[config.mk]
export PLATFORM = sky130hd
export DESIGN_NAME = integer_literal_parser_flat
export DESIGN_NICKNAME = d
export VERILOG_FILES = /design/src/hw/rtl/ilp_pkg.sv /design/src/hw/rtl/ilp_if.sv /design/src/hw/rtl/ilp_classify.sv /design/src/hw/rtl/ilp_core.sv /design/src/hw/rtl/integer_literal_parser.sv /design/src/flat_wrapper.sv
export SDC_FILE = /design/constraint.sdc
export NUM_CORES = 1
export LEC_CHECK = 0
export ABC_AREA = 1
export BUFFER_PORTS_ARGS = -buffer_cell sky130_fd_sc_hd__buf_2
export CORE_MARGIN = 3
export CORE_UTILIZATION = 64
export CTS_BUF_LIST = sky130_fd_sc_hd__clkbuf_8
export CTS_CLUSTER_DIAMETER = 30
export CTS_CLUSTER_SIZE = 30
export DETAILED_ROUTE_END_ITERATION = 16
export PLACE_DENSITY = 0.87
export REMOVE_ABC_BUFFERS = 1
export SLEW_MARGIN = 30
export SYNTH_ARGS = -nofsm -noshare
export SYNTH_HDL_FRONTEND = slang
export SYNTH_HIERARCHICAL = 1
export SYNTH_SLANG_ARGS = --single-unit
[constraint.sdc]
create_clock -name clock -period 6.01 [get_ports clock]
set_clock_uncertainty 0.05 [all_clocks]
set_input_delay 0.9015 -clock clock [delete_from_list [all_inputs] [get_ports clock]]
set_output_delay 0.9015 -clock clock [all_outputs]
set_load 0.02 [all_outputs]
[src/hw/rtl/ilp_pkg.sv]
`timescale 1ns / 1ps
// shared types, codes and character constants of the integer literal parser
// no dependencies
package ilp_pkg;

   localparam int VALUE_WIDTH_DEFAULT = 32;
   localparam int OUT_VALUE_WIDTH     = 32;
   localparam int CHAR_WIDTH          = 8;

   localparam logic [CHAR_WIDTH-1:0] CH_NUL     = 8'h00;
   localparam logic [CHAR_WIDTH-1:0] CH_NEWLINE = 8'h0A;
   localparam logic [CHAR_WIDTH-1:0] CH_TAB     = 8'h09;
   localparam logic [CHAR_WIDTH-1:0] CH_SPACE   = 8'h20;
   localparam logic [CHAR_WIDTH-1:0] CH_DIGIT_0 = 8'h30;
   localparam logic [CHAR_WIDTH-1:0] CH_DIGIT_9 = 8'h39;
   localparam logic [CHAR_WIDTH-1:0] CH_UPPER_A = 8'h41;
   localparam logic [CHAR_WIDTH-1:0] CH_UPPER_F = 8'h46;
   localparam logic [CHAR_WIDTH-1:0] CH_LOWER_A = 8'h61;
   localparam logic [CHAR_WIDTH-1:0] CH_LOWER_F = 8'h66;
   localparam logic [CHAR_WIDTH-1:0] CH_UPPER_X = 8'h58;
   localparam logic [CHAR_WIDTH-1:0] CH_LOWER_X = 8'h78;

   typedef enum logic [2:0] {
      PH_IDLE,
      PH_LEAD,
      PH_ZERO,
      PH_DIGIT,
      PH_TRAIL
   } phase_type;

   typedef enum logic [1:0] {
      RADIX_8,
      RADIX_10,
      RADIX_16
   } radix_type;

   typedef enum logic [1:0] {
      ST_OK,
      ST_MISSING,
      ST_ILLEGAL
   } status_type;

   typedef struct packed {
      logic       blank;
      logic       term;
      logic       zero;
      logic       hex_x;
      logic       is_digit;
      logic [3:0] digit;
   } char_class_type;

   typedef struct packed {
      logic [OUT_VALUE_WIDTH-1:0] value;
      status_type                 status;
      logic [CHAR_WIDTH-1:0]      stop_char;
   } result_type;

endpackage

[src/hw/rtl/ilp_if.sv]
`timescale 1ns / 1ps
// valid/ready channel interfaces for the integer literal parser
// depends on ilp_pkg
interface ilp_req_if;
   import ilp_pkg::*;

   logic                  valid;
   logic                  ready;
   logic [CHAR_WIDTH-1:0] ch;
   logic                  first;

   modport source (output valid, output ch, output first, input ready);
   modport sink (input valid, input ch, input first, output ready);
   modport monitor (input valid, input ch, input first, input ready);
endinterface

interface ilp_rsp_if;
   import ilp_pkg::*;

   logic                       valid;
   logic                       ready;
   logic [OUT_VALUE_WIDTH-1:0] value;
   logic [1:0]                 status;
   logic [CHAR_WIDTH-1:0]      stop_char;

   modport source (output valid, output value, output status, output stop_char, input ready);
   modport sink (input valid, input value, input status, input stop_char, output ready);
   modport monitor (input valid, input value, input status, input stop_char, input ready);
endinterface

[src/hw/rtl/ilp_classify.sv]
`timescale 1ns / 1ps
// character classifier: blanks, terminators, prefix characters, hex digit value
// depends on ilp_pkg
module ilp_classify (
   input  logic [ilp_pkg::CHAR_WIDTH-1:0] ch,
   output ilp_pkg::char_class_type        cls
);
   import ilp_pkg::*;

   logic is_dec;
   logic is_hex_letter;

   always_comb begin
      is_dec        = (ch >= CH_DIGIT_0) && (ch <= CH_DIGIT_9);
      is_hex_letter = ((ch >= CH_UPPER_A) && (ch <= CH_UPPER_F)) ||
                      ((ch >= CH_LOWER_A) && (ch <= CH_LOWER_F));
      cls.blank     = (ch == CH_SPACE) || (ch == CH_TAB);
      cls.term      = (ch == CH_NUL) || (ch == CH_NEWLINE);
      cls.zero      = (ch == CH_DIGIT_0);
      cls.hex_x     = (ch == CH_LOWER_X) || (ch == CH_UPPER_X);
      cls.is_digit  = is_dec || is_hex_letter;
      // letters a-f / A-F have low nibble 1..6, so add 9
      cls.digit     = is_hex_letter ? (ch[3:0] + 4'd9) : ch[3:0];
   end

endmodule

[src/hw/rtl/ilp_core.sv]
`timescale 1ns / 1ps
// parse state machine: phase, radix and accumulator, one character per step
// depends on ilp_pkg
module ilp_core #(
   parameter int VALUE_WIDTH = ilp_pkg::VALUE_WIDTH_DEFAULT
) (
   input  logic                           clock,
   input  logic                           reset,
   input  logic                           step,
   input  logic                           first,
   input  logic [ilp_pkg::CHAR_WIDTH-1:0] ch,
   input  ilp_pkg::char_class_type        cls,
   output logic                           emit,
   output ilp_pkg::result_type            result
);
   import ilp_pkg::*;

   phase_type              phase_ff, phase_in;
   radix_type              radix_ff, radix_in;
   logic [VALUE_WIDTH-1:0] accum_ff, accum_in;

   phase_type              eff_phase;
   radix_type              eff_radix;
   radix_type              use_radix;
   logic [VALUE_WIDTH-1:0] eff_accum;
   logic [VALUE_WIDTH-1:0] scaled;
   logic [VALUE_WIDTH-1:0] mac;
   logic [VALUE_WIDTH+OUT_VALUE_WIDTH-1:0] accum_wide;
   logic                   digit_path;
   logic                   trail_path;
   logic                   too_big;
   logic                   take_digit;
   logic                   missing;

   // first restarts the parse before the character is looked at
   always_comb begin
      eff_phase  = first ? PH_LEAD : phase_ff;
      eff_radix  = first ? RADIX_10 : radix_ff;
      eff_accum  = first ? '0 : accum_ff;

      use_radix  = eff_radix;
      digit_path = 1'b0;
      unique case (eff_phase)
         PH_LEAD: begin
            use_radix  = RADIX_10;
            digit_path = !cls.blank && !cls.term && !cls.zero;
         end
         PH_ZERO: begin
            use_radix  = cls.term ? RADIX_10 : RADIX_8;
            digit_path = !cls.hex_x;
         end
         PH_DIGIT: begin
            digit_path = 1'b1;
         end
         default: begin
         end
      endcase

      unique case (use_radix)
         RADIX_8:  too_big = cls.digit[3];
         RADIX_10: too_big = (cls.digit >= 4'd10);
         default:  too_big = 1'b0;
      endcase

      unique case (use_radix)
         RADIX_8:  scaled = eff_accum << 3;
         RADIX_10: scaled = (eff_accum << 3) + (eff_accum << 1);
         default:  scaled = eff_accum << 4;
      endcase
      mac = scaled + VALUE_WIDTH'(cls.digit);

      take_digit = digit_path && cls.is_digit && !too_big;
      trail_path = (eff_phase == PH_TRAIL) || (digit_path && !cls.is_digit);
      missing    = (eff_phase == PH_LEAD) && cls.term;
   end

   // next phase
   always_comb begin
      phase_in = phase_ff;
      if (step) begin
         priority if (eff_phase == PH_IDLE) begin
            phase_in = PH_IDLE;
         end else if (missing) begin
            phase_in = PH_IDLE;
         end else if ((eff_phase == PH_LEAD) && cls.blank) begin
            phase_in = PH_LEAD;
         end else if ((eff_phase == PH_LEAD) && cls.zero) begin
            phase_in = PH_ZERO;
         end else if ((eff_phase == PH_ZERO) && cls.hex_x) begin
            phase_in = PH_DIGIT;
         end else if (digit_path && cls.is_digit) begin
            phase_in = too_big ? PH_IDLE : PH_DIGIT;
         end else begin
            phase_in = cls.blank ? PH_TRAIL : PH_IDLE;
         end
      end
   end

   // datapath and result
   always_comb begin
      radix_in = radix_ff;
      accum_in = accum_ff;
      if (step) begin
         radix_in = ((eff_phase == PH_ZERO) && cls.hex_x) ? RADIX_16 : use_radix;
         accum_in = take_digit ? mac : eff_accum;
      end

      emit = step && (missing || (digit_path && cls.is_digit && too_big) ||
                      (trail_path && !cls.blank));

      accum_wide = {OUT_VALUE_WIDTH'(0), eff_accum};
      result.stop_char = ch;
      priority if (missing) begin
         result.status = ST_MISSING;
         result.value  = '0;
      end else if (digit_path && cls.is_digit) begin
         result.status = ST_ILLEGAL;
         result.value  = '0;
      end else begin
         result.status = ST_OK;
         result.value  = accum_wide[OUT_VALUE_WIDTH-1:0];
      end
   end

   always_ff @(posedge clock) begin
      if (reset) begin
         phase_ff <= PH_IDLE;
         radix_ff <= RADIX_10;
         accum_ff <= '0;
      end else begin
         phase_ff <= phase_in;
         radix_ff <= radix_in;
         accum_ff <= accum_in;
      end
   end

endmodule

[src/hw/rtl/integer_literal_parser.sv]
`timescale 1ns / 1ps
// integer literal parser top level: input register, parse core, result register
// depends on ilp_pkg, ilp_if, ilp_classify, ilp_core
//
//   channel    dir   payload                         role
//   req_chan   in    ch[7:0], first                  one character per item
//   rsp_chan   out   value[31:0], status, stop_char  one item per parse, number or error
//
// one character item accepted per cycle, sustained, while rsp_chan drains
// rsp valid follows the accepting req edge through the input reg, then the result reg
// the path between the two registers is classify + one shift-add by 8, 10 or 16
// synchronous reset clears control state, the parse phase, radix and accumulator
// a stalled result holds the parse; req_ready drops only when both registers are full
// and rsp_ready is low
module integer_literal_parser #(
   parameter int VALUE_WIDTH = ilp_pkg::VALUE_WIDTH_DEFAULT
) (
   input logic       clock,
   input logic       reset,
   ilp_req_if.sink   req_chan,
   ilp_rsp_if.source rsp_chan
);
   import ilp_pkg::*;

   // input register
   logic                  in_valid_ff, in_valid_in;
   logic [CHAR_WIDTH-1:0] in_ch_ff;
   logic                  in_first_ff;

   // result register
   logic                  out_valid_ff, out_valid_in;
   result_type            out_result_ff;

   logic                  advance;
   logic                  accept;
   logic                  emit;
   char_class_type        cls;
   result_type            result;

   // the held character moves into the core when the result slot is free or draining
   assign advance = in_valid_ff && (!out_valid_ff || rsp_chan.ready);
   assign accept  = req_chan.valid && req_chan.ready;

   assign req_chan.ready = !in_valid_ff || advance;

   ilp_classify u_classify (
      .ch  (in_ch_ff),
      .cls (cls)
   );

   ilp_core #(
      .VALUE_WIDTH (VALUE_WIDTH)
   ) u_core (
      .clock  (clock),
      .reset  (reset),
      .step   (advance),
      .first  (in_first_ff),
      .ch     (in_ch_ff),
      .cls    (cls),
      .emit   (emit),
      .result (result)
   );

   always_comb begin
      in_valid_in = in_valid_ff;
      if (accept) begin
         in_valid_in = 1'b1;
      end else if (advance) begin
         in_valid_in = 1'b0;
      end

      out_valid_in = out_valid_ff;
      if (advance) begin
         out_valid_in = emit;
      end else if (rsp_chan.ready) begin
         out_valid_in = 1'b0;
      end
   end

   // control
   always_ff @(posedge clock) begin
      if (reset) begin
         in_valid_ff  <= 1'b0;
         out_valid_ff <= 1'b0;
      end else begin
         in_valid_ff  <= in_valid_in;
         out_valid_ff <= out_valid_in;
      end
   end

   // payload, no reset
   always_ff @(posedge clock) begin
      if (accept) begin
         in_ch_ff    <= req_chan.ch;
         in_first_ff <= req_chan.first;
      end
      if (advance && emit) begin
         out_result_ff <= result;
      end
   end

   assign rsp_chan.valid     = out_valid_ff;
   assign rsp_chan.value     = out_result_ff.value;
   assign rsp_chan.status    = out_result_ff.status;
   assign rsp_chan.stop_char = out_result_ff.stop_char;

endmodule

[src/flat_wrapper.sv]
// flat-port wrapper written by rule: the top's interface ports become plain ports
module integer_literal_parser_flat import ilp_pkg::*;
#(
   parameter int VALUE_WIDTH = ilp_pkg::VALUE_WIDTH_DEFAULT
)
  (clock, reset, req_chan_valid, req_chan_ch, req_chan_first, req_chan_ready, rsp_chan_valid, rsp_chan_value, rsp_chan_status, rsp_chan_stop_char, rsp_chan_ready);
  ilp_req_if req_chan_i ();
  ilp_rsp_if rsp_chan_i ();
  input logic clock;
  input logic reset;
  input wire logic [$bits(req_chan_i.valid)-1:0] req_chan_valid;
  input wire logic [$bits(req_chan_i.ch)-1:0] req_chan_ch;
  input wire logic [$bits(req_chan_i.first)-1:0] req_chan_first;
  output wire logic [$bits(req_chan_i.ready)-1:0] req_chan_ready;
  output wire logic [$bits(rsp_chan_i.valid)-1:0] rsp_chan_valid;
  output wire logic [$bits(rsp_chan_i.value)-1:0] rsp_chan_value;
  output wire logic [$bits(rsp_chan_i.status)-1:0] rsp_chan_status;
  output wire logic [$bits(rsp_chan_i.stop_char)-1:0] rsp_chan_stop_char;
  input wire logic [$bits(rsp_chan_i.ready)-1:0] rsp_chan_ready;
  assign req_chan_i.valid = req_chan_valid;
  assign req_chan_i.ch = req_chan_ch;
  assign req_chan_i.first = req_chan_first;
  assign req_chan_ready = req_chan_i.ready;
  assign rsp_chan_valid = rsp_chan_i.valid;
  assign rsp_chan_value = rsp_chan_i.value;
  assign rsp_chan_status = rsp_chan_i.status;
  assign rsp_chan_stop_char = rsp_chan_i.stop_char;
  assign rsp_chan_i.ready = rsp_chan_ready;
  integer_literal_parser #(.VALUE_WIDTH(VALUE_WIDTH)) u_core (.clock(clock), .reset(reset), .req_chan(req_chan_i), .rsp_chan(rsp_chan_i));
endmodule
* Word-level counts from Yosys, hierarchy flattened
Cells that the tools add are included.
** Word-level totals
- Bits in writable memories :: 0
- Output and inout bits :: 44
- Memories :: 0
- Register bits :: 90
- Input port bits :: 13
- Bits in read-only memories :: 0
- Logic and storage cells :: 97
- Bits in latches :: 0
** Operators by class
- Equality and inequality tests :: 11
- Reduce and logical (&&, ||, !) cells :: 42
- Shifts and indexed selects :: 0
- Multiplexer cells :: 24
- $lt $le $gt $ge :: 7
- Add/subtract/negate cells :: 3
- Multiply operators :: 0
- Divide/modulo/power cells :: 0
- Bitwise gates (word level) :: 0
** Operators with widths (count)
- $mux 32 :: 2
- $pmux 32 s2 :: 1
- $add 32x32->32 :: 1
- $add 32x4->32 :: 1
- $mux 3 :: 8
- $logic_and 1x1->1 :: 18
- $eq 8x4->1 const B :: 2
- $eq 8x6->1 const B :: 2
- $eq 8x7->1 const B :: 2
- $ge 8x7->1 const B :: 2
- $le 8x7->1 const B :: 2
- $logic_or 1x1->1 :: 10
- $ge 8x6->1 const B :: 1
- $le 8x6->1 const B :: 1
- $logic_not 1->1 :: 8
- $logic_not 8->1 :: 1
- $mux 2 :: 4
- $eq 3x2->1 const B :: 2
- $mux 1 :: 5
- $add 4x4->4 const B :: 1
- $ge 4x4->1 const B :: 1
- $mux 4 :: 1
- $pmux 2 s2 :: 1
- $reduce_bool 2->1 :: 2
- 8 further kinds :: 8

* Longest topological paths before layout
- Word-level depth :: 13
- Mapped depth :: 28
- Gate-level depth less buffers :: 28

* Hierarchy
The synthesis kept the hierarchy.
** Modules (own cells, without submodules)
- ilp_core :: area an instance 6213.5 um2, cells an instance 1189, instances 1
- integer_literal_parser :: area an instance 1640.3 um2, cells an instance 69, instances 1
- ilp_classify :: area an instance 291.5 um2, cells an instance 50, instances 1

* Least setup slack after synthesis
Ideal clock, no wire load.
- Kind :: register to register
- From :: reg u_core.in_first_ff
- To :: reg u_core.out_result_ff, in the netlist u_core/rsp_chan.status[0], enable pin
- Required time :: 5.518 ns
- Stages on the path, launching flop included :: 14
- Data arrival time :: 3.782 ns
- Period minus slack after synthesis :: 4.274 ns
- Setup slack :: 1.736 ns
- Library setup time :: 0.442 ns
- Cells stage by stage :: edfxtp_1 inv_2 buf_12 nand4_4 nand3_2 buf_2 buf_2 buf_2 o311ai_0 o221ai_1 nand2_1 inv_1 inv_1 nor2_1
** On the way
- Cells in the longest elaborated chain, start to end :: 10
** Ends and longest elaborated chain
- start, declared :: RTL line integer_literal_parser.sv:28 : logic in_first_ff;
- start signal, assigned :: RTL line integer_literal_parser.sv:95 : in_first_ff <= req_chan.first;
- $mux 3 :: RTL line ilp_core.sv:37 : eff_phase = first ? PH_LEAD : phase_ff;
- $eq 3x2->1 or $eq 3x1->1 (tied branches) :: RTL line ilp_core.sv:43, ilp_core.sv:74
- $pmux 2 s2 :: RTL line ilp_core.sv:43 : unique case (eff_phase)
- $eq 2x1->1 or $logic_not 2->1 (tied branches) :: RTL line ilp_core.sv:59 : unique case (use_radix)
- $pmux 1 s2 :: RTL line ilp_core.sv:59
- $logic_and 1x1->1 :: RTL line ilp_core.sv:108 : emit = step && (missing || (digit_path && cls.is_digit && too_big) ||
- $logic_or 1x1->1 :: RTL line ilp_core.sv:108
- $logic_or 1x1->1 * :: RTL line ilp_core.sv:108
- $logic_and 1x1->1 * :: RTL line ilp_core.sv:108
- named net u_core.emit :: RTL line integer_literal_parser.sv:36 : logic emit;
- $logic_and 1x1->1 * :: RTL line integer_literal_parser.sv:97 : if (advance && emit) begin
- end signal, assigned :: RTL line integer_literal_parser.sv:98 : out_result_ff <= result;
- end, declared :: RTL line integer_literal_parser.sv:32 : result_type out_result_ff;
The timed path passes the listed nets; every way through them passes the cells marked *.
A chain may end at the register's enable or synchronous reset.

* Worst setup path after layout
- From :: reg u_core.in_first_ff
- To :: reg u_core.u_core.accum_ff[26]
** On the way
- Cells in the longest elaborated chain, start to end :: 8
** Ends and longest elaborated chain
- parallel branches: the longest is 7 deep, another holds $add 32x32->32
- $mux 32 * :: RTL line ilp_core.sv:105 : accum_in = take_digit ? mac : eff_accum;
- end signal, assigned :: RTL line ilp_core.sv:133 : accum_ff <= accum_in;
- end, declared :: RTL line ilp_core.sv:20 : logic [VALUE_WIDTH-1:0] accum_ff, accum_in;
Mark *: on every way between the ends.

==> summary.txt <==
Die
  – Die area: about 0.014 mm^2
  – Initial core utilization: between 60 and 70%
  – Die height: approximately 120 um
  – Row cnt: 40
  – IO Pins: 57
  – Core area: 0.0122 mm^2
  – Die W: around 120 um

Synthesis
  – Top FF cell, synth: edfxtp_1
  – Synth Register Bits: 90
  – Post-synth top area share: about a fifth
  – Leading post-synthesis cells by cell area: nand2_1, edfxtp_1, dfxtp_1
  – FFs w/ async S/R, synth: 0%
  – Seq/Total Area, Yosys: between 20% and 30%
  – Synth Area per Inst: roughly 6.2 um^2
  – Top cells by count, synth: nand2_1, inv_1, nor2_1, nand3_1, a21oi_1
  – Mapped Cells: roughly 1.3k
  – Ys Warns: 6
  – Most area-hungry cell type in the Yosys netlist: nand2_1
  – Count leader, synth: nand2_1
  – Post-synth EDFFs: ~50
  – Count of unique library cells instantiated by Yosys: 51
  – Synthesized cell area: 0.00815 mm^2

Worst setup path
  – Most common cell on crit path: nand3_2
  – Crit path max-delay cell type: edfxtp_1
  – Top delay family on crit path: simple AND/OR/NAND/NOR gates
  – Worst EP arrival: between 5 and 6 ns
  – CP Launch Type: flop
  – Crit-path max FO: 30
  – Worst path cell trace: inv_2 -> nand2_1 -> nand3_2 -> nand3_2 -> buf_4 -> nand2_2 -> o21ai_0 -> ha_1 -> nand3_1 -> and2_0 -> nor2_1 -> nand3_2 -> nor2_4 -> nand3_2 -> nor2_4 -> nand3_2 -> nor2_4 -> nand3b_1 -> nand2_1 -> nand2_1 -> nand2_1 -> a21oi_1
  – CP Capture Type: flop
  – CP Class: reg2reg
  – WP buf/inv: 2
  – Critical Path RT: between 6 and 7 ns
  – Worst path max stage delay: 1.00 ns

Detailed routing
  – 1st-pass router iterations: 5
  – Via count: 8814
  – Drc violations: 0
  – Iteration-0 DRC Markers: 1127
  – Wire per inst: around 16 um
  – Drt via density: slightly below 6
  – Post-DRT Antenna Nets: 0
  – Detailed Route WL: 24900 um

Finish
  – Antenna diodes: 0
  – # nets final: 1368
  – P&R area growth vs syn: 5.56%
  – Fill count: 1151
  – Share of layout cells above drive strength 1: between 10% and 20%
  – Final core utilization: 70.4%

Timing
  – RSZ-0062 raised after global routing: no
  – FMAX: a little under 200 MHz
  – Final setup viols: 0
  – Final period util: between 80% and 90%
  – Worst slew pin tran: ~0.98 ns
  – Fin. Hold Viols: 0
  – Period minus WS final: 5.17 ns
  – Final Max Tran Viols: 0
  – TNS Setup: 0 ns
  – Headroom to the max-slew limit: approximately a third
  – Final worst slack: ~0.84 ns

Place
  – Routability-driven placement congestion ratio: 0.963
  – IO Port Bufs: 56
  – Pre-CTS WS: approximately 1.0 ns
  – Final HPWL DP: 19200 um

Power and ir drop
  – Pwr dens: around 140 mW/mm^2
  – Leak: between 3 and 4 nW
  – Clock power share: between 30% and 40%
  – Combinational power share: a little under an eighth
  – Reg power frac: 54.8%
  – Int Pwr: approximately 0.00085 W
  – Total net switching power: 0.000358 W
  – Maximum VDD drop: about 180 uV
  – Sw frac: 29.5%

Clock tree
  – CTS root buffer: clkbuf_8
  – Hold_buf cts: 0
  – Post-CTS sizing: 0
  – Setup bufs post-CTS: 0
  – H-Tree Depth: 3
  – CTS tree: yes
  – Clock Latency Late Sink: around 0.39 ns
  – Clock transition at the registers of the reported paths: around 0.09 ns
  – Num CTS Buffers: 9
  – Longest Clk Path Bufs: 2
  – CTS Sinks: 90

Global route
  – Global-route wire length before repair: about 41000 um
  – Grt ovf: 0
  – Largest net degree at the start of global routing: 64
  – Vias in the first global route: a little over 8k
  – Gr usage total: a little over a third
  – Initial antenna violation count: 1

Run status
  – Status: completed

Run
  – Max_cap viols: 0

Hold path
  – HP Class: reg2reg
==> stage by stage <==
stage	instance area, um^2	hold slack (ns)	instances	total power, W
2_1_floorplan	7880	0.387	1265	0.000772
3_3_place_gp	8420	0.404	1495	0.000815
3_5_place_dp	8420	0.407	1495	0.000818
4_1_cts	8600	0.422	1511	0.00121
5_1_grt	8600	0.449	1511	0.00125
6_report	8600	0.417	1511	0.00121
==> power by group through the flow <==
stage                     Combinational [W]  Sequential, W  Clock (W)
final                              0.000145       0.000665   0.000404
after detailed placement           0.000140       0.000678          0
after global placement             0.000137       0.000678          0
after CTS                          0.000141       0.000664   0.000409
after global routing               0.000158       0.000666   0.000429
after floorplan                   0.0000951       0.000677          0
==> sequential cells by signal, summed over array words and instances, names as in the netlist <==
| register | count |
|---|---|
| u_core/rsp_chan.value | 32 |
| u_core/u_core/accum_ff | 32 |
| u_core/in_ch_ff | 8 |
| u_core/rsp_chan.stop_char | 8 |
| u_core/u_core/phase_ff | 3 |
| u_core/rsp_chan.status | 2 |
| u_core/u_core/radix_ff | 2 |
| u_core/in_first_ff | 1 |
| u_core/in_valid_ff | 1 |
| u_core/rsp_chan.valid | 1 |
==> kinds of logic (layout without fill, tap and decap cells) <==
| family | Yosys count | after routing | share of synthesized area, % |
|---|---|---|---|
| fa+ha+maj | 17 | 17 | 2.70 |
| compound gates | 176 | 176 | 12.3 |
| buf+inv | 230 | 265 | 11.9 |
| flops | 90 | 90 | 28.4 |
| xor+xnor | 12 | 12 | 1.29 |
| simple gates | 783 | 783 | 43.4 |
==> layout make-up <==
type	instances	area [um^2]	share of cell area [%]
Tap cell	168	210	2.44
Sequential cell	90	2310	26.9
Clock inverter	6	41.3	0.480
Multi-Input combinational cell	988	4870	56.6
Inverter	187	703	8.18
Clock buffer	10	138	1.60
Timing Repair Buffer	62	325	3.78
==> path summary, 6_finish.rpt <==
check / start / endpoint / slack, ns / cells past startpoint
worst max-delay path: u_core/in_first_ff / u_core/u_core/accum_ff[26] / 0.84 / 22
worst min-delay path: u_core/u_core/accum_ff[30] / u_core/u_core/accum_ff[30] / 0.42 / 2
worst max register to register: u_core/in_first_ff / u_core/u_core/accum_ff[26] / 0.84 / 22
worst min register to register: u_core/u_core/accum_ff[30] / u_core/u_core/accum_ff[30] / 0.42 / 2
==> per-layer routing <==
metal / track usage, % / up-vias / wire length [um]
li1: - / 4271 / -
met1: 49.1 / 4010 / 10400
met2: 56.9 / 481 / 11200
met3: 5.18 / 50 / 2560
met4: 13.6 / 2 / 668
met5: 0 / - / 8
==> layout by cell type (no fill, tap or decap), types with 3 or more instances in the layout <==
master	count
a21oi_2	4
buf_2	56
nor2_1	150
nand2_4	6
o21ai_1	6
nand3_1	92
xnor2_1	3
a21oi_1	89
nand2_2	32
nand3_2	11
o211ai_1	7
buf_4	6
nor3_2	3
edfxtp_1	51
o22ai_1	27
dfxtp_1	39
o21bai_1	5
xor2_1	9
inv_2	20
o21ai_0	26
nand2_1	420
nor2_2	19
ha_1	16
nand4_1	23
nor3_1	6
clkbuf_8	10
nor2_4	10
inv_1	166
==> worst register-to-register path, stage by stage, from the launching register on <==
cell	delay, ns
edfxtp_1	1.00
inv_2	0.40
nand2_1	0.25
nand3_2	0.17
nand3_2	0.13
buf_4	0.33
nand2_2	0.43
o21ai_0	0.30
ha_1	0.23
nand3_1	0.11
and2_0	0.23
nor2_1	0.19
nand3_2	0.13
nor2_4	0.17
nand3_2	0.13
nor2_4	0.15
nand3_2	0.12
nor2_4	0.13
nand3b_1	0.10
nand2_1	0.08
nand2_1	0.04
nand2_1	0.09
a21oi_1	0.06
(Power assumes the default switching activity.)
